$ cat src/rtl/esd_pkg.sv
// Shared types, character codes and escape tables of the escape sequence decoder.
`default_nettype none

package esd_pkg;

  // Field widths.
  localparam int unsigned CHAR_W = 16;
  localparam int unsigned CNT_W = 4;
  localparam int unsigned SYM_W = 7;
  localparam int unsigned DIGIT_W = 8;
  localparam int unsigned BASE_W = 5;

  // Largest digit count that any escape kind asks for.
  localparam int unsigned SIZE_LIMIT = 8;

  // Entries in the command queue between parser and emitter.
  localparam int unsigned CMD_DEPTH = 2;

  // Character codes.
  localparam logic [CHAR_W-1:0] CH_BSL = 16'h005C;
  localparam logic [CHAR_W-1:0] CH_LF = 16'h000A;
  localparam logic [CHAR_W-1:0] CH_TAB = 16'h0009;
  localparam logic [CHAR_W-1:0] CH_CR = 16'h000D;
  localparam logic [CHAR_W-1:0] CH_NUL = 16'h0000;
  localparam logic [CHAR_W-1:0] CH_ZERO = 16'h0030;
  localparam logic [CHAR_W-1:0] CH_NINE = 16'h0039;
  localparam logic [CHAR_W-1:0] CH_UPPER_A = 16'h0041;
  localparam logic [CHAR_W-1:0] CH_UPPER_Z = 16'h005A;
  localparam logic [CHAR_W-1:0] CH_LOW_B = 16'h0062;
  localparam logic [CHAR_W-1:0] CH_LOW_D = 16'h0064;
  localparam logic [CHAR_W-1:0] CH_LOW_N = 16'h006E;
  localparam logic [CHAR_W-1:0] CH_LOW_O = 16'h006F;
  localparam logic [CHAR_W-1:0] CH_LOW_R = 16'h0072;
  localparam logic [CHAR_W-1:0] CH_LOW_T = 16'h0074;
  localparam logic [CHAR_W-1:0] CH_LOW_U = 16'h0075;
  localparam logic [CHAR_W-1:0] CH_LOW_X = 16'h0078;
  localparam logic [CHAR_W-1:0] CASE_MASK = 16'h00DF;
  localparam logic [CHAR_W-1:0] LETTER_OFFSET = 16'd10;

  // Digit value that marks a character which is no digit at all.
  localparam logic [DIGIT_W-1:0] DIGIT_NONE = 8'hFF;

  // Numeric escape kinds.
  typedef enum logic [2:0] {
    KIND_BIN,
    KIND_OCT,
    KIND_DEC,
    KIND_HEX2,
    KIND_HEX4
  } esd_kind_e;

  // One unit of work handed from the parser to the emitter.
  typedef struct packed {
    logic              flush;       // emit backslash, letter and buffered digits
    logic [CHAR_W-1:0] letter;
    logic [CNT_W-1:0]  count;       // buffered digits to emit
    logic              tail_valid;  // one more character follows
    logic [CHAR_W-1:0] tail;
    logic              last;        // request ends the query
  } esd_cmd_t;

  // Number of digits an escape kind takes.
  function automatic logic [CNT_W-1:0] kind_size(esd_kind_e kind);
    logic [CNT_W-1:0] size;
    unique case (kind)
      KIND_BIN: size = 4'd8;
      KIND_OCT: size = 4'd3;
      KIND_DEC: size = 4'd3;
      KIND_HEX2: size = 4'd2;
      default: size = 4'd4;
    endcase
    return size;
  endfunction

  // Radix of an escape kind.
  function automatic logic [BASE_W-1:0] kind_base(esd_kind_e kind);
    logic [BASE_W-1:0] base;
    unique case (kind)
      KIND_BIN: base = 5'd2;
      KIND_OCT: base = 5'd8;
      KIND_DEC: base = 5'd10;
      default: base = 5'd16;
    endcase
    return base;
  endfunction

  // Letter that opened an escape kind.
  function automatic logic [CHAR_W-1:0] kind_letter(esd_kind_e kind);
    logic [CHAR_W-1:0] letter;
    unique case (kind)
      KIND_BIN: letter = CH_LOW_B;
      KIND_OCT: letter = CH_LOW_O;
      KIND_DEC: letter = CH_LOW_D;
      KIND_HEX2: letter = CH_LOW_X;
      default: letter = CH_LOW_U;
    endcase
    return letter;
  endfunction

  // Value of a digit character in any radix up to 36; DIGIT_NONE otherwise.
  function automatic logic [DIGIT_W-1:0] digit_of(logic [CHAR_W-1:0] c);
    logic [CHAR_W-1:0] u;
    logic [DIGIT_W-1:0] d;
    u = c & CASE_MASK;
    if (c >= CH_ZERO && c <= CH_NINE) begin
      d = DIGIT_W'(c - CH_ZERO);
    end else if (u >= CH_UPPER_A && u <= CH_UPPER_Z) begin
      d = DIGIT_W'(u - CH_UPPER_A + LETTER_OFFSET);
    end else begin
      d = DIGIT_NONE;
    end
    return d;
  endfunction

endpackage

`default_nettype wire

$ cat src/rtl/esd_if.sv
// Stream interfaces for the input characters and the decoded characters.
`default_nettype none

interface esd_in_if;
  logic        valid;
  logic        ready;
  logic [15:0] char_in;
  logic        is_final;

  modport source(output valid, output char_in, output is_final, input ready);
  modport sink(input valid, input char_in, input is_final, output ready);
endinterface

interface esd_out_if;
  logic        valid;
  logic        ready;
  logic [15:0] char_out;
  logic        is_final_out;

  modport source(output valid, output char_out, output is_final_out, input ready);
  modport sink(input valid, input char_out, input is_final_out, output ready);
endinterface

`default_nettype wire

$ cat src/rtl/esd_cmd_fifo.sv
// Small command queue that decouples the parser from the emitter.
`default_nettype none

module esd_cmd_fifo
  import esd_pkg::*;
#(
  parameter int unsigned WIDTH = 1
) (
  input  logic             clk_i,
  input  logic             rst_ni,
  input  logic             push_i,
  input  logic [WIDTH-1:0] data_i,
  output logic             full_o,
  input  logic             pop_i,
  output logic             empty_o,
  output logic [WIDTH-1:0] data_o
);

  localparam int unsigned PTR_W = $clog2(CMD_DEPTH);
  localparam int unsigned CNT_BITS = $clog2(CMD_DEPTH + 1);

  logic [WIDTH-1:0]    mem_q [CMD_DEPTH];
  logic [PTR_W-1:0]    wr_ptr_q, wr_ptr_d;
  logic [PTR_W-1:0]    rd_ptr_q, rd_ptr_d;
  logic [CNT_BITS-1:0] cnt_q, cnt_d;

  assign full_o = (cnt_q == CNT_BITS'(CMD_DEPTH));
  assign empty_o = (cnt_q == '0);
  assign data_o = mem_q[rd_ptr_q];

  // Pointer and fill count updates.
  always_comb begin
    wr_ptr_d = wr_ptr_q;
    rd_ptr_d = rd_ptr_q;
    cnt_d = cnt_q;
    if (push_i) begin
      wr_ptr_d = (wr_ptr_q == PTR_W'(CMD_DEPTH - 1)) ? '0 : wr_ptr_q + 1'b1;
    end
    if (pop_i) begin
      rd_ptr_d = (rd_ptr_q == PTR_W'(CMD_DEPTH - 1)) ? '0 : rd_ptr_q + 1'b1;
    end
    if (push_i && !pop_i) begin
      cnt_d = cnt_q + 1'b1;
    end else if (pop_i && !push_i) begin
      cnt_d = cnt_q - 1'b1;
    end
  end

  always_ff @(posedge clk_i or negedge rst_ni) begin
    if (!rst_ni) begin
      wr_ptr_q <= '0;
      rd_ptr_q <= '0;
      cnt_q <= '0;
    end else begin
      wr_ptr_q <= wr_ptr_d;
      rd_ptr_q <= rd_ptr_d;
      cnt_q <= cnt_d;
    end
  end

  // Queue storage needs no reset.
  always_ff @(posedge clk_i) begin
    if (push_i) begin
      mem_q[wr_ptr_q] <= data_i;
    end
  end

endmodule

`default_nettype wire

$ cat src/rtl/esd_front.sv
// Parser: accepts input characters, tracks the escape state and issues emit commands.
`default_nettype none

module esd_front
  import esd_pkg::*;
#(
  parameter int unsigned DIG_USED = 8
) (
  input  logic                           clk_i,
  input  logic                           rst_ni,
  esd_in_if.sink                         in_i,
  input  logic                           full_i,
  output logic                           push_o,
  output esd_cmd_t                       cmd_o,
  output logic [DIG_USED-1:0][SYM_W-1:0] digits_o
);

  localparam int unsigned IDX_W = $clog2(DIG_USED);

  typedef enum logic [1:0] {
    PH_TEXT,
    PH_ESC,
    PH_DIG
  } phase_e;

  phase_e                         phase_q, phase_d;
  esd_kind_e                      kind_q, kind_d, new_kind;
  logic [CNT_W-1:0]               taken_q, taken_d, taken_inc;
  logic [CHAR_W-1:0]              acc_q, acc_d, scaled;
  logic [DIG_USED-1:0][SYM_W-1:0] buf_q, buf_d;

  logic              accept;
  logic              start;
  logic [CHAR_W-1:0] c;
  logic              fin;
  logic [DIGIT_W-1:0] digit;
  logic [CNT_W-1:0]  size;
  logic [CNT_W-1:0]  needed;

  assign in_i.ready = !full_i;
  assign accept = in_i.valid && !full_i;
  assign c = in_i.char_in;
  assign fin = in_i.is_final;
  assign digit = digit_of(c);
  assign size = kind_size(kind_q);
  assign needed = (size > CNT_W'(DIG_USED)) ? CNT_W'(DIG_USED) : size;
  assign taken_inc = taken_q + 1'b1;
  assign digits_o = buf_d;

  // Accumulator times the radix, built from shifts.
  always_comb begin
    unique case (kind_q)
      KIND_BIN: scaled = acc_q << 1;
      KIND_OCT: scaled = acc_q << 3;
      KIND_DEC: scaled = (acc_q << 3) + (acc_q << 1);
      default: scaled = acc_q << 4;
    endcase
  end

  // Parse one accepted character.
  always_comb begin
    phase_d = phase_q;
    kind_d = kind_q;
    taken_d = taken_q;
    acc_d = acc_q;
    buf_d = buf_q;
    push_o = 1'b0;
    cmd_o = '0;
    cmd_o.last = fin;
    start = 1'b0;
    new_kind = KIND_BIN;
    if (accept) begin
      unique case (phase_q)
        PH_ESC: begin
          phase_d = PH_TEXT;
          unique case (c)
            CH_LOW_N: begin
              push_o = 1'b1;
              cmd_o.tail_valid = 1'b1;
              cmd_o.tail = CH_LF;
            end
            CH_LOW_T: begin
              push_o = 1'b1;
              cmd_o.tail_valid = 1'b1;
              cmd_o.tail = CH_TAB;
            end
            CH_LOW_R: begin
              push_o = 1'b1;
              cmd_o.tail_valid = 1'b1;
              cmd_o.tail = CH_CR;
            end
            CH_ZERO: begin
              push_o = 1'b1;
              cmd_o.tail_valid = 1'b1;
              cmd_o.tail = CH_NUL;
            end
            CH_BSL: begin
              push_o = 1'b1;
              cmd_o.tail_valid = 1'b1;
              cmd_o.tail = CH_BSL;
            end
            CH_LOW_B: begin
              start = 1'b1;
              new_kind = KIND_BIN;
            end
            CH_LOW_O: begin
              start = 1'b1;
              new_kind = KIND_OCT;
            end
            CH_LOW_D: begin
              start = 1'b1;
              new_kind = KIND_DEC;
            end
            CH_LOW_X: begin
              start = 1'b1;
              new_kind = KIND_HEX2;
            end
            CH_LOW_U: begin
              start = 1'b1;
              new_kind = KIND_HEX4;
            end
            default: begin
              // Unknown escape: backslash and the character itself.
              push_o = 1'b1;
              cmd_o.flush = 1'b1;
              cmd_o.letter = c;
            end
          endcase
          // A digit escape opens; if the query ends here it falls back.
          if (start) begin
            kind_d = new_kind;
            taken_d = '0;
            acc_d = '0;
            if (fin) begin
              push_o = 1'b1;
              cmd_o.flush = 1'b1;
              cmd_o.letter = kind_letter(new_kind);
            end else begin
              phase_d = PH_DIG;
            end
          end
        end
        PH_DIG: begin
          if (digit < DIGIT_W'(kind_base(kind_q)) && taken_q < needed) begin
            acc_d = scaled + CHAR_W'(digit);
            buf_d[taken_q[IDX_W-1:0]] = c[SYM_W-1:0];
            taken_d = taken_inc;
            if (taken_inc >= needed) begin
              push_o = 1'b1;
              cmd_o.tail_valid = 1'b1;
              cmd_o.tail = acc_d;
              phase_d = PH_TEXT;
            end else if (fin) begin
              push_o = 1'b1;
              cmd_o.flush = 1'b1;
              cmd_o.letter = kind_letter(kind_q);
              cmd_o.count = taken_inc;
              phase_d = PH_TEXT;
            end
          end else begin
            // Fallback, then the offending character is read as text.
            push_o = 1'b1;
            cmd_o.flush = 1'b1;
            cmd_o.letter = kind_letter(kind_q);
            cmd_o.count = taken_q;
            if (c == CH_BSL && !fin) begin
              phase_d = PH_ESC;
            end else begin
              phase_d = PH_TEXT;
              cmd_o.tail_valid = 1'b1;
              cmd_o.tail = c;
            end
          end
        end
        default: begin
          if (c == CH_BSL && !fin) begin
            phase_d = PH_ESC;
          end else begin
            phase_d = PH_TEXT;
            push_o = 1'b1;
            cmd_o.tail_valid = 1'b1;
            cmd_o.tail = c;
          end
        end
      endcase
    end
  end

  always_ff @(posedge clk_i or negedge rst_ni) begin
    if (!rst_ni) begin
      phase_q <= PH_TEXT;
      kind_q <= KIND_BIN;
      taken_q <= '0;
      acc_q <= '0;
    end else begin
      phase_q <= phase_d;
      kind_q <= kind_d;
      taken_q <= taken_d;
      acc_q <= acc_d;
    end
  end

  // Digit buffer is only read after it has been written for the current escape.
  always_ff @(posedge clk_i) begin
    buf_q <= buf_d;
  end

endmodule

`default_nettype wire

$ cat src/rtl/esd_back.sv
// Emitter: expands each command into output characters through a registered output stage.
`default_nettype none

module esd_back
  import esd_pkg::*;
#(
  parameter int unsigned DIG_USED = 8
) (
  input  logic                           clk_i,
  input  logic                           rst_ni,
  input  logic                           avail_i,
  input  esd_cmd_t                       cmd_i,
  input  logic [DIG_USED-1:0][SYM_W-1:0] digits_i,
  output logic                           pop_o,
  esd_out_if.source                      out_o
);

  localparam int unsigned DIG_W = $clog2(DIG_USED);

  typedef enum logic [1:0] {
    ST_BSL,
    ST_LET,
    ST_DIG,
    ST_TAIL
  } step_e;

  step_e             step_q, cur_step, nxt_step;
  logic [DIG_W-1:0]  dig_q, cur_dig, nxt_dig;
  logic              started_q;
  logic              valid_q;
  logic [CHAR_W-1:0] char_q, cur_char;
  logic              last_q;
  logic              load;
  logic              is_last;
  logic              dig_end;

  assign out_o.valid = valid_q;
  assign out_o.char_out = char_q;
  assign out_o.is_final_out = last_q;

  // Where in the current command the emitter stands.
  assign cur_step = started_q ? step_q : (cmd_i.flush ? ST_BSL : ST_TAIL);
  assign cur_dig = started_q ? dig_q : '0;
  assign dig_end = ((CNT_W + 1)'(cur_dig) + (CNT_W + 1)'(1)) == {1'b0, cmd_i.count};

  // Character of the current step and the step after it.
  always_comb begin
    nxt_dig = cur_dig + 1'b1;
    unique case (cur_step)
      ST_BSL: begin
        cur_char = CH_BSL;
        nxt_step = ST_LET;
        is_last = 1'b0;
      end
      ST_LET: begin
        cur_char = cmd_i.letter;
        nxt_step = (cmd_i.count != '0) ? ST_DIG : ST_TAIL;
        nxt_dig = '0;
        is_last = (cmd_i.count == '0) && !cmd_i.tail_valid;
      end
      ST_DIG: begin
        cur_char = CHAR_W'(digits_i[cur_dig]);
        nxt_step = dig_end ? ST_TAIL : ST_DIG;
        is_last = dig_end && !cmd_i.tail_valid;
      end
      ST_TAIL: begin
        cur_char = cmd_i.tail;
        nxt_step = ST_TAIL;
        is_last = 1'b1;
      end
    endcase
  end

  assign load = avail_i && (!valid_q || out_o.ready);
  assign pop_o = load && is_last;

  // Step sequencer and output register.
  always_ff @(posedge clk_i or negedge rst_ni) begin
    if (!rst_ni) begin
      step_q <= ST_BSL;
      dig_q <= '0;
      started_q <= 1'b0;
      valid_q <= 1'b0;
      char_q <= '0;
      last_q <= 1'b0;
    end else if (load) begin
      step_q <= nxt_step;
      dig_q <= nxt_dig;
      started_q <= !is_last;
      valid_q <= 1'b1;
      char_q <= cur_char;
      last_q <= cmd_i.last && is_last;
    end else if (out_o.ready) begin
      valid_q <= 1'b0;
    end
  end

endmodule

`default_nettype wire

$ cat src/rtl/escape_sequence_decoder.sv
// Top level of the streaming backslash escape decoder.
// Takes one 16-bit character per cycle while the queue has room and returns the decoded
// characters one per cycle while the output is ready. The parser decides for each input
// character what to emit and places that request in a two-entry queue; the emitter
// expands each request into characters. A plain character or a complete escape yields
// one output character, so the stream runs at one character per cycle unless stalled. A
// fallback (invalid digit, early end of query or unknown escape) yields the backslash,
// the letter, the digits taken and possibly the offending character: up to ten output
// characters, sent one after another through the emitter's single output port, and
// input stalls once the queue is full. An escape prefix or a digit that does not yet
// complete an escape yields nothing. There is no clearing pass after reset.
`default_nettype none

module escape_sequence_decoder
  import esd_pkg::*;
#(
  parameter int unsigned MAX_DIGITS = 8
) (
  input  logic      clk_i,
  input  logic      rst_ni,
  esd_in_if.sink    in_i,
  esd_out_if.source out_o
);

  // Digits beyond the longest escape are never stored.
  localparam int unsigned DIG_USED = (MAX_DIGITS < SIZE_LIMIT) ? MAX_DIGITS : SIZE_LIMIT;
  localparam int unsigned CMD_W = $bits(esd_cmd_t) + DIG_USED * SYM_W;

  logic                           push;
  logic                           full;
  logic                           pop;
  logic                           empty;
  esd_cmd_t                       cmd_f, cmd_b;
  logic [DIG_USED-1:0][SYM_W-1:0] digits_f, digits_b;
  logic [CMD_W-1:0]               fifo_in, fifo_out;

  esd_front #(
    .DIG_USED(DIG_USED)
  ) u_front (
    .clk_i   (clk_i),
    .rst_ni  (rst_ni),
    .in_i    (in_i),
    .full_i  (full),
    .push_o  (push),
    .cmd_o   (cmd_f),
    .digits_o(digits_f)
  );

  assign fifo_in = {cmd_f, digits_f};

  esd_cmd_fifo #(
    .WIDTH(CMD_W)
  ) u_cmd_fifo (
    .clk_i  (clk_i),
    .rst_ni (rst_ni),
    .push_i (push),
    .data_i (fifo_in),
    .full_o (full),
    .pop_i  (pop),
    .empty_o(empty),
    .data_o (fifo_out)
  );

  assign {cmd_b, digits_b} = fifo_out;

  esd_back #(
    .DIG_USED(DIG_USED)
  ) u_back (
    .clk_i   (clk_i),
    .rst_ni  (rst_ni),
    .avail_i (!empty),
    .cmd_i   (cmd_b),
    .digits_i(digits_b),
    .pop_o   (pop),
    .out_o   (out_o)
  );

endmodule

`default_nettype wire

$ cat src/flat_wrapper.sv
// flat-port wrapper written by rule: the top's interface ports become plain ports
module escape_sequence_decoder_flat import esd_pkg::*;
#(
  parameter int unsigned MAX_DIGITS = 8
)
  (clk_i, rst_ni, in_i_valid, in_i_char_in, in_i_is_final, in_i_ready, out_o_valid, out_o_char_out, out_o_is_final_out, out_o_ready);
  esd_in_if in_i_i ();
  esd_out_if out_o_i ();
  input  logic clk_i;
  input  logic rst_ni;
  input wire logic [$bits(in_i_i.valid)-1:0] in_i_valid;
  input wire logic [$bits(in_i_i.char_in)-1:0] in_i_char_in;
  input wire logic [$bits(in_i_i.is_final)-1:0] in_i_is_final;
  output wire logic [$bits(in_i_i.ready)-1:0] in_i_ready;
  output wire logic [$bits(out_o_i.valid)-1:0] out_o_valid;
  output wire logic [$bits(out_o_i.char_out)-1:0] out_o_char_out;
  output wire logic [$bits(out_o_i.is_final_out)-1:0] out_o_is_final_out;
  input wire logic [$bits(out_o_i.ready)-1:0] out_o_ready;
  assign in_i_i.valid = in_i_valid;
  assign in_i_i.char_in = in_i_char_in;
  assign in_i_i.is_final = in_i_is_final;
  assign in_i_ready = in_i_i.ready;
  assign out_o_valid = out_o_i.valid;
  assign out_o_char_out = out_o_i.char_out;
  assign out_o_is_final_out = out_o_i.is_final_out;
  assign out_o_i.ready = out_o_ready;
  escape_sequence_decoder #(.MAX_DIGITS(MAX_DIGITS)) u_core (.clk_i(clk_i), .rst_ni(rst_ni), .in_i(in_i_i), .out_o(out_o_i));
endmodule
$ cat config.mk
export PLATFORM = sky130hd
export DESIGN_NAME = escape_sequence_decoder_flat
export DESIGN_NICKNAME = d
export VERILOG_FILES = /design/src/rtl/esd_pkg.sv /design/src/rtl/esd_if.sv /design/src/rtl/esd_cmd_fifo.sv /design/src/rtl/esd_front.sv /design/src/rtl/esd_back.sv /design/src/rtl/escape_sequence_decoder.sv /design/src/flat_wrapper.sv
export SDC_FILE = /design/constraint.sdc
export NUM_CORES = 1
export LEC_CHECK = 0
export ABC_AREA = 0
export BUFFER_PORTS_ARGS = -buffer_cell sky130_fd_sc_hd__buf_2
export CAP_MARGIN = 5
export CORE_MARGIN = 1
export CORE_UTILIZATION = 67
export DETAILED_ROUTE_END_ITERATION = 10
export PLACE_DENSITY = 0.85
export SLEW_MARGIN = 20
export SYNTH_ARGS = -nofsm -noshare
export SYNTH_HDL_FRONTEND = slang
export SYNTH_SLANG_ARGS = --single-unit
export TNS_END_PERCENT = 30
$ cat constraint.sdc
create_clock -name clk_i -period 11.65 [get_ports clk_i]
set_clock_uncertainty 0.05 [all_clocks]
set_input_delay 0 -clock clk_i [delete_from_list [all_inputs] [get_ports clk_i]]
set_output_delay 0 -clock clk_i [all_outputs]
set_load 0.02 [all_outputs]
# Yosys cells after proc, flatten, opt, wreduce, memory -nomap -nowiden
# Memory sizes are Yosys's and may differ from the RTL's.
# Cells that the tools add are included.
word_totals:
  register_bits: 108
  latchBits: 0
  ramBits: 190
  romBits: 0
  in_bits: 21
  out_inout_bits: 19
  word_cells: 184
  n_memories: 1
classes:
  addsub: 12
  multipliers: 0
  div_mod_pow: 0
  n_lt_le_gt_ge: 11
  n_eq_ne: 26
  n_shift: 0
  muxes: 76
  bitwise: 0
  reduce_logical: 37
mem_list:
  columns: ["name", "words", "width", "read_ports", "rd_clocked_by_memory_dff", "wr", "line_no", "text"]
  rows:
  - ["u_core.u_cmd_fifo.mem_q", 2, 95, 1, 0, 1, "esd_cmd_fifo.sv:22", "logic [WIDTH-1:0] mem_q [CMD_DEPTH];"]
op_table:
  columns: ["op", "count"]
  rows:
  - ["$mux W56", 3]
  - ["$eq A16 B7 Y1 const B", 9]
  - ["$mux W17", 5]
  - ["$pmux W17 S5", 1]
  - ["$mux W38", 2]
  - ["$pmux W17 S2", 2]
  - ["$pmux W16 S4", 1]
  - ["$bwmux W56", 1]
  - ["$pmux W16 S3", 1]
  - ["$mux W21", 2]
  - ["$pmux W5 S4", 2]
  - ["$mux W15", 2]
  - ["$pmux W15 S2", 1]
  - ["$bmux W7 S3", 1]
  - ["$demux W7 S3", 1]
  - ["$mux W1", 20]
  - ["$mux W2", 9]
  - ["$add A16 B16 Y16", 1]
  - ["$add A16 B8 Y16", 1]
  - ["$eq A16 B6 Y1 const B", 1]
  - ["$ge A16 B6 Y1 const B", 1]
  - ["$le A16 B6 Y1 const B", 1]
  - ["$mux W4", 4]
  - ["$mux W8", 2]
  - ["50 further kinds", 88]

# Depth between registers and ports, before layout
logic_depth:
  word_depth: 14
  depth_mapped: 19
  mapped_depth_nobuf: 18

# Cells and area by module
# A second synthesis with hierarchy kept.
unflattened:
  cells_unflattened: 1220
  hier_area_um2: 15090.7
modules_own_cells:
  columns: ["mod", "instances", "cells_per_inst", "area_each_um2", "seq_area_each_um2"]
  rows:
  - ["esd_cmd_fifo", 1, 312, 7243.2, 5805.6]
  - ["esd_front", 1, 721, 6085.8, 1721.7]
  - ["esd_back", 1, 186, 1757.9, 600.6]
  - ["escape_sequence_decoder", 1, 1, 3.8, 0.0]

# Worst setup path before layout
# OpenSTA, ideal clock, no wires.
synth_path:
  path_type: "reg2reg"
  startpoint: "reg u_core.u_front.kind_q[0]"
  endpoint: "mem u_core.u_cmd_fifo.mem_q[0][0] in the netlist's numbering (enable)"
  setup_ps: 561
  arrival_ps: 6882
  t_required_ps: 11039
  setup_slack_ps: 4157
  stages_incl_launch_ff: 14
  path_buffers: 2
  synth_period_minus_slack_ps: 7493
  cell_sequence: "dfrtp_1 > clkbuf_1 > buf_1 > xor2_1 > and2_1 > ha_1 > a21boi_0 > o21ai_0 > nand2b_1 > a21oi_1 > nor3b_1 > nand2b_1 > a221oi_1 > nor2b_1"
synth_between:
  elab_chain_cells: 12
  elab_cells_between_ends: 21
  classes_between: "order compare: 4; eq/ne: 3; mux: 11; reduce/logical: 3"
synth_lines:
  columns: ["element", "line_no", "text"]
  rows:
  - ["start, declared", "esd_front.sv:27", "esd_kind_e kind_q, kind_d, new_kind;"]
  - ["start signal, assigned", "esd_front.sv:197", "kind_q <= kind_d;"]
  - ["$eq A3 B2 Y1 or $eq A3 B1 Y1 (tied branches)", "esd_pkg.sv:65, esd_pkg.sv:78", null]
  - ["$reduce_or A2 Y1 (no line)", null, null]
  - ["$pmux W4 S3", "esd_pkg.sv:65", "unique case (kind)"]
  - ["$gt A4 B4 Y1", "esd_front.sv:46", "assign needed = (size > CNT_W'(DIG_USED)) ? CNT_W'(DIG_USED) : size;"]
  - ["$mux W4", "esd_front.sv:46", null]
  - ["$ge A4 B4 Y1 or $lt A4 B4 Y1 (tied branches)", "esd_front.sv:148, esd_front.sv:144", null]
  - ["$mux W1 or $logic_and A1 B1 Y1 (tied branches)", "esd_front.sv:148, esd_front.sv:144", null]
  - ["$mux W1 *", "esd_front.sv:144", "if (digit < DIGIT_W'(kind_base(kind_q)) && taken_q < needed) begin"]
  - ["$pmux W1 S2 *", "esd_front.sv:73", "unique case (phase_q)"]
  - ["$mux W1 *", "esd_front.sv:72", "if (accept) begin"]
  - ["via u_core.push", "escape_sequence_decoder.sv:29", "logic push;"]
  - ["$mux W1 *", "esd_cmd_fifo.sv:63", "if (push_i) begin"]
  - ["$mux W1 (not written as such) *", "esd_cmd_fifo.sv:64", "mem_q[wr_ptr_q] <= data_i;"]
  - ["end, declared", "esd_cmd_fifo.sv:22", null]
# The timed path passes the listed nets; every way through them passes the cells marked *. The select of a mux whose other input is x is not followed.

# Worst setup path after layout
layout_path:
  startpoint: "in in_i_char_in[0]"
  endpoint: "mem u_core.u_cmd_fifo.mem_q[0][83] in the netlist's numbering (enable)"
layout_between:
  elab_chain_cells: 11
  elab_cells_between_ends: 33
  classes_between: "add/sub: 3; order compare: 5; eq/ne: 6; mux: 14; reduce/logical: 5"
layout_lines:
  columns: ["element", "line_no", "text"]
  rows:
  - ["start, declared", "flat_wrapper.sv:12", "input wire logic [$bits(in_i_i.char_in)-1:0] in_i_char_in;"]
  - ["$sub A8 B7 Y8 (tied with other cells)", "esd_pkg.sv:108", "d = DIGIT_W'(u - CH_UPPER_A + LETTER_OFFSET);"]
  - ["$add A8 B5 Y8 or $logic_and A1 B1 Y1 (tied branches)", "esd_pkg.sv:108, esd_pkg.sv:107", null]
  - ["$mux W8", "esd_pkg.sv:107", "end else if (u >= CH_UPPER_A && u <= CH_UPPER_Z) begin"]
  - ["$mux W8", "esd_pkg.sv:105", "if (c >= CH_ZERO && c <= CH_NINE) begin"]
  - ["$lt A8 B5 Y1", "esd_front.sv:144", null]
  - ["$logic_and A1 B1 Y1", "esd_front.sv:144", null]
  - ["$mux W1", "esd_front.sv:144", null]
  - ["$pmux W1 S2 *", "esd_front.sv:73", null]
  - ["$mux W1 *", "esd_front.sv:72", null]
  - ["via u_core.push", "escape_sequence_decoder.sv:29", null]
  - ["$mux W1 *", "esd_cmd_fifo.sv:63", null]
  - ["$mux W1 (not written as such) *", "esd_cmd_fifo.sv:64", null]
# Marked as above.

==> impl_summary.log <==
INFO  metric netlist_top_cells_area = sky130_fd_sc_hd__edfxtp_1 (39%), sky130_fd_sc_hd__dfrtp_1 (9.0%), sky130_fd_sc_hd__dfxtp_1 (7.8%), sky130_fd_sc_hd__mux2_2 (6.4%), sky130_fd_sc_hd__mux4_2 (5.5%)
INFO  metric post-route-period-util = 0.516
INFO  metric grtUsageTotal = 0.335
INFO  metric crit_top_cell = sky130_fd_sc_hd__buf_4
INFO  metric dominantRegCellSynth = sky130_fd_sc_hd__edfxtp_1
INFO  metric top_level_ports = 40
INFO  metric fp.dieArea = 22200 um2
INFO  metric dpl.hpwl = 23000 um
INFO  metric layout.cells.most_common_list = sky130_fd_sc_hd__edfxtp_1 (190), sky130_fd_sc_hd__nand2_1 (113), sky130_fd_sc_hd__o21ai_0 (82), sky130_fd_sc_hd__mux2_2 (82), sky130_fd_sc_hd__dfxtp_1 (56)
INFO  metric postSynthAreaPerCell = 12.4 um2
INFO  metric fp.dieW = 149 um
INFO  metric status = completed
INFO  metric setup_viol = 0
INFO  metric path_clk_slew = 0.06 ns
INFO  metric cts_max_path_buffers = 3
INFO  metric power-per-cell-area = 203 nW/um2
INFO  metric ctsResizeCount = 0
INFO  metric syn-instance-count = 1167
INFO  metric cts_setup_buffers = 0
INFO  metric pin_count_of_the_biggest_net_entering_global_routing = 85
INFO  metric synth_largest_area_cell = sky130_fd_sc_hd__edfxtp_1
INFO  metric vias = 10100
INFO  metric ant_nets = 0
INFO  metric report.final.hold_viol_count = 0
INFO  metric worst_ep_arrival_time = 6.15 ns
INFO  metric synth-edff-count = 190
INFO  metric stdcell_area = 16000 um2
INFO  metric setup_total_negative_slack = 0 ns
INFO  metric synth_largest_type_area_fraction = 0.395
INFO  metric cts-buffers-inserted = 29
INFO  metric worst_margin_pin_slew = 0.933 ns
INFO  metric timing.max_slew.rel_slack = 0.373
INFO  metric syn_nets = 1239
INFO  metric fin_nets = 1273
INFO  metric rows = 53
INFO  metric drt-initial-drc-count = 1129
INFO  metric seq_area = 8130 um2
INFO  metric post-route-drc-count = 0
INFO  metric area_growth_syn_to_layout = 10.6%
INFO  metric crit_path_cell_trace = dlygate4sd3_1 -> buf_2 -> inv_1 -> ha_1 -> a22oi_1 -> o22ai_1 -> and4_4 -> nor3_1 -> a21oi_1 -> ha_1 -> o21ai_0 -> o211ai_1 -> buf_4 -> nor3b_1 -> nand2b_1 -> a221oi_1 -> nor2b_4 -> buf_4 -> buf_4
INFO  metric ys_warn_count = 0
INFO  metric worstPathMaxFanout = 50
INFO  metric crit_type = in -> reg
INFO  metric cp.required = 11.79 ns
INFO  metric fillers = 1297
INFO  metric tritoncts = yes
INFO  metric post_dp_cell_area = 14800 um2
INFO  metric max_stage_delay = 0.66 ns
INFO  metric cts.htree.levels = 1
INFO  metric antenna_found_initial = 0
INFO  metric setup_repair_after_global_routing_missed_its_margin = false
INFO  metric grt_remaining_overflow = 0
INFO  metric critPathSlowestCell = sky130_fd_sc_hd__buf_4
INFO  metric timing.final.crit_period = 6.01 ns
INFO  metric grt_pass1_wl = 56100 um
INFO  metric wl = 36000 um
INFO  metric post_synth_instance_area = 14500 um2
INFO  metric placeableCoreArea = 21100 um2
INFO  metric clk_root_buffer_cell = sky130_fd_sc_hd__clkbuf_16
INFO  metric power = 3250 uW
INFO  metric critical_path.startpoint_type = primary input
INFO  metric globalplace.congestion = 0.960
INFO  metric die_y = 149 um
INFO  metric irDropWorstVdd = 0.000120 V
INFO  metric synth-seq-area-share = 0.562
INFO  metric numClockSinks = 298
INFO  metric worst-path-buf-inv = 6
INFO  metric hold_path.class = in -> async
INFO  metric buffer_ports.inserted = 39
INFO  metric count_of_tritonroute_iterations_in_the_first_routing_pass = 5
INFO  metric clk-insertion-delay-late = 0.57 ns
INFO  metric multiInputGateArea = 5970 um2
INFO  metric maxSlewViolCount = 0
INFO  metric synth.lib_cells_used.distinct = 78
INFO  metric route.detailed.wl_per_inst = 24.0 um
INFO  metric cellLeakagePower = 0.00610 uW
INFO  metric routed_via_density = 6.73
INFO  metric first_global_vias = 9993
INFO  metric final_common_cell = sky130_fd_sc_hd__edfxtp_1
INFO  metric maxCapViolCount = 0
INFO  metric initial_util = 0.686
INFO  metric max_freq = 0.166 GHz
INFO  metric post_route_cells_drive_above_1_share = 0.192
INFO  metric num_antenna_cells = 0
INFO  metric ys_async_sr_fraction = 0.174
INFO  metric critPathCaptureType = register
INFO  metric critical-path-top-delay-family = buffers and inverters
INFO  metric synth.ff_latch_count = 298
-- final timing paths --
kind / depth (start not counted) / startpoint / slack [ns] / to
max: 19 / in_i_char_in[0] / 5.64 / u_core.u_cmd_fifo.mem_q[0][83]
min: 3 / rst_ni / 0.07 / u_core.u_front.acc_q[7]
max reg2reg: 15 / u_core.u_front.kind_q[2] / 6.27 / u_core.u_cmd_fifo.mem_q[0][83]
min reg2reg: 2 / u_core.u_back.out_o.is_final_out / 0.43 / u_core.u_back.out_o.is_final_out
max in group asynchronous: 3 / rst_ni / 10.89 / u_core.u_cmd_fifo.rd_ptr_q
min in group clk_i: 2 / in_i_char_in[2] / 0.09 / u_core.u_front.buf_q[9]
-- synthesized netlist by cell type (12+ instances only) --
| library cell | count |
|---|---|
| sky130_fd_sc_hd__dfxtp_1 | 56 |
| sky130_fd_sc_hd__a211oi_1 | 12 |
| sky130_fd_sc_hd__edfxtp_1 | 190 |
| sky130_fd_sc_hd__dfrtp_1 | 52 |
| sky130_fd_sc_hd__mux2i_1 | 13 |
| sky130_fd_sc_hd__clkbuf_1 | 50 |
| sky130_fd_sc_hd__and2_1 | 21 |
| sky130_fd_sc_hd__a22o_1 | 12 |
| sky130_fd_sc_hd__a21oi_1 | 53 |
| sky130_fd_sc_hd__xor2_1 | 15 |
| sky130_fd_sc_hd__nand3_1 | 21 |
| sky130_fd_sc_hd__nand2_1 | 113 |
| sky130_fd_sc_hd__nor3_1 | 19 |
| sky130_fd_sc_hd__mux2_2 | 82 |
| sky130_fd_sc_hd__o21ai_0 | 82 |
| sky130_fd_sc_hd__inv_1 | 30 |
| sky130_fd_sc_hd__nor2_1 | 53 |
| sky130_fd_sc_hd__ha_1 | 50 |
| sky130_fd_sc_hd__a22oi_1 | 14 |
| sky130_fd_sc_hd__mux4_2 | 35 |
| sky130_fd_sc_hd__xnor2_1 | 18 |
-- power breakdown --
group / total [uW] / switching, uW / internal, uW
Combinational: 848 / 495 / 353
Sequential: 1440 / 91.4 / 1350
Clock: 959 / 405 / 554
Total: 3250 / 992 / 2250
-- per-layer routing --
| metal | wire, um | global-route usage | share of wire |
|---|---|---|---|
| met1 | 14300 | 0.463 | 0.40 |
| met5 | 0 | 0 | 0 |
| met2 | 17300 | 0.539 | 0.48 |
| met4 | 1080 | 0.119 | 0.030 |
| met3 | 3310 | 0.0569 | 0.092 |
-- layout make-up --
cell class	instances	area share
Inverter	32	0.00751
Timing Repair Buffer	66	0.0278
Multi-Input combinational cell	774	0.374
Clock buffer	40	0.0505
Tap cell	275	0.0215
Clock inverter	14	0.0103
Sequential cell	298	0.509
-- repair_timing --
action,CTS,global route
endpoints found under the hold margin,143,0
endpoints found under the setup margin,0,0
hold buffers,17,0
-- tightest hold or removal path, delay by kind of cell --
family / cells / cell delay (ns)
buffers and inverters: 3 / 1.17
-- stage by stage --
stage / hold slack [ns] / instances / worst slack [ns] / util
2_1_floorplan: -0.346 / 1167 / 4.16 / -
3_3_place_gp: 0.122 / 1428 / 6.11 / 0.704
3_5_place_dp: 0.145 / 1428 / 5.85 / 0.704
4_1_cts: 0.0594 / 1499 / 5.80 / 0.758
5_1_grt: 0.0895 / 1499 / 5.34 / 0.758
6_report: 0.0734 / 1499 / 5.64 / 0.758
-- sequential cells by signal (all words and copies together) (netlist names) --
name / flops
u_core.u_back.step_q: 2
u_core.u_back.started_q: 1
u_core.u_back.out_o.is_final_out: 1
u_core.u_back.dig_q: 3
u_core.u_cmd_fifo.wr_ptr_q: 1
u_core.u_front.acc_q: 15
u_core.u_back.out_o.char_out: 16
u_core.u_cmd_fifo.rd_ptr_q: 1
u_core.u_front.buf_q: 56
u_core.u_cmd_fifo.mem_q: 190
u_core.u_back.out_o.valid: 1
u_core.u_front.taken_q: 4
u_core.u_front.kind_q: 3
u_core.u_cmd_fifo.cnt_q: 2
u_core.u_front.phase_q: 2
-- cell families after synthesis --
family,count (synthesis),share of synthesized area
flip-flops,298,0.562
AO/OA/AOI/OAI,262,0.116
buffers and inverters,95,0.0257
XOR/XNOR,33,0.0200
adder cells (fa/ha/maj),51,0.0446
multiplexers,131,0.128
AND/OR/NAND/NOR,297,0.103
No activity file was read; power rests on OpenSTA's default activity.
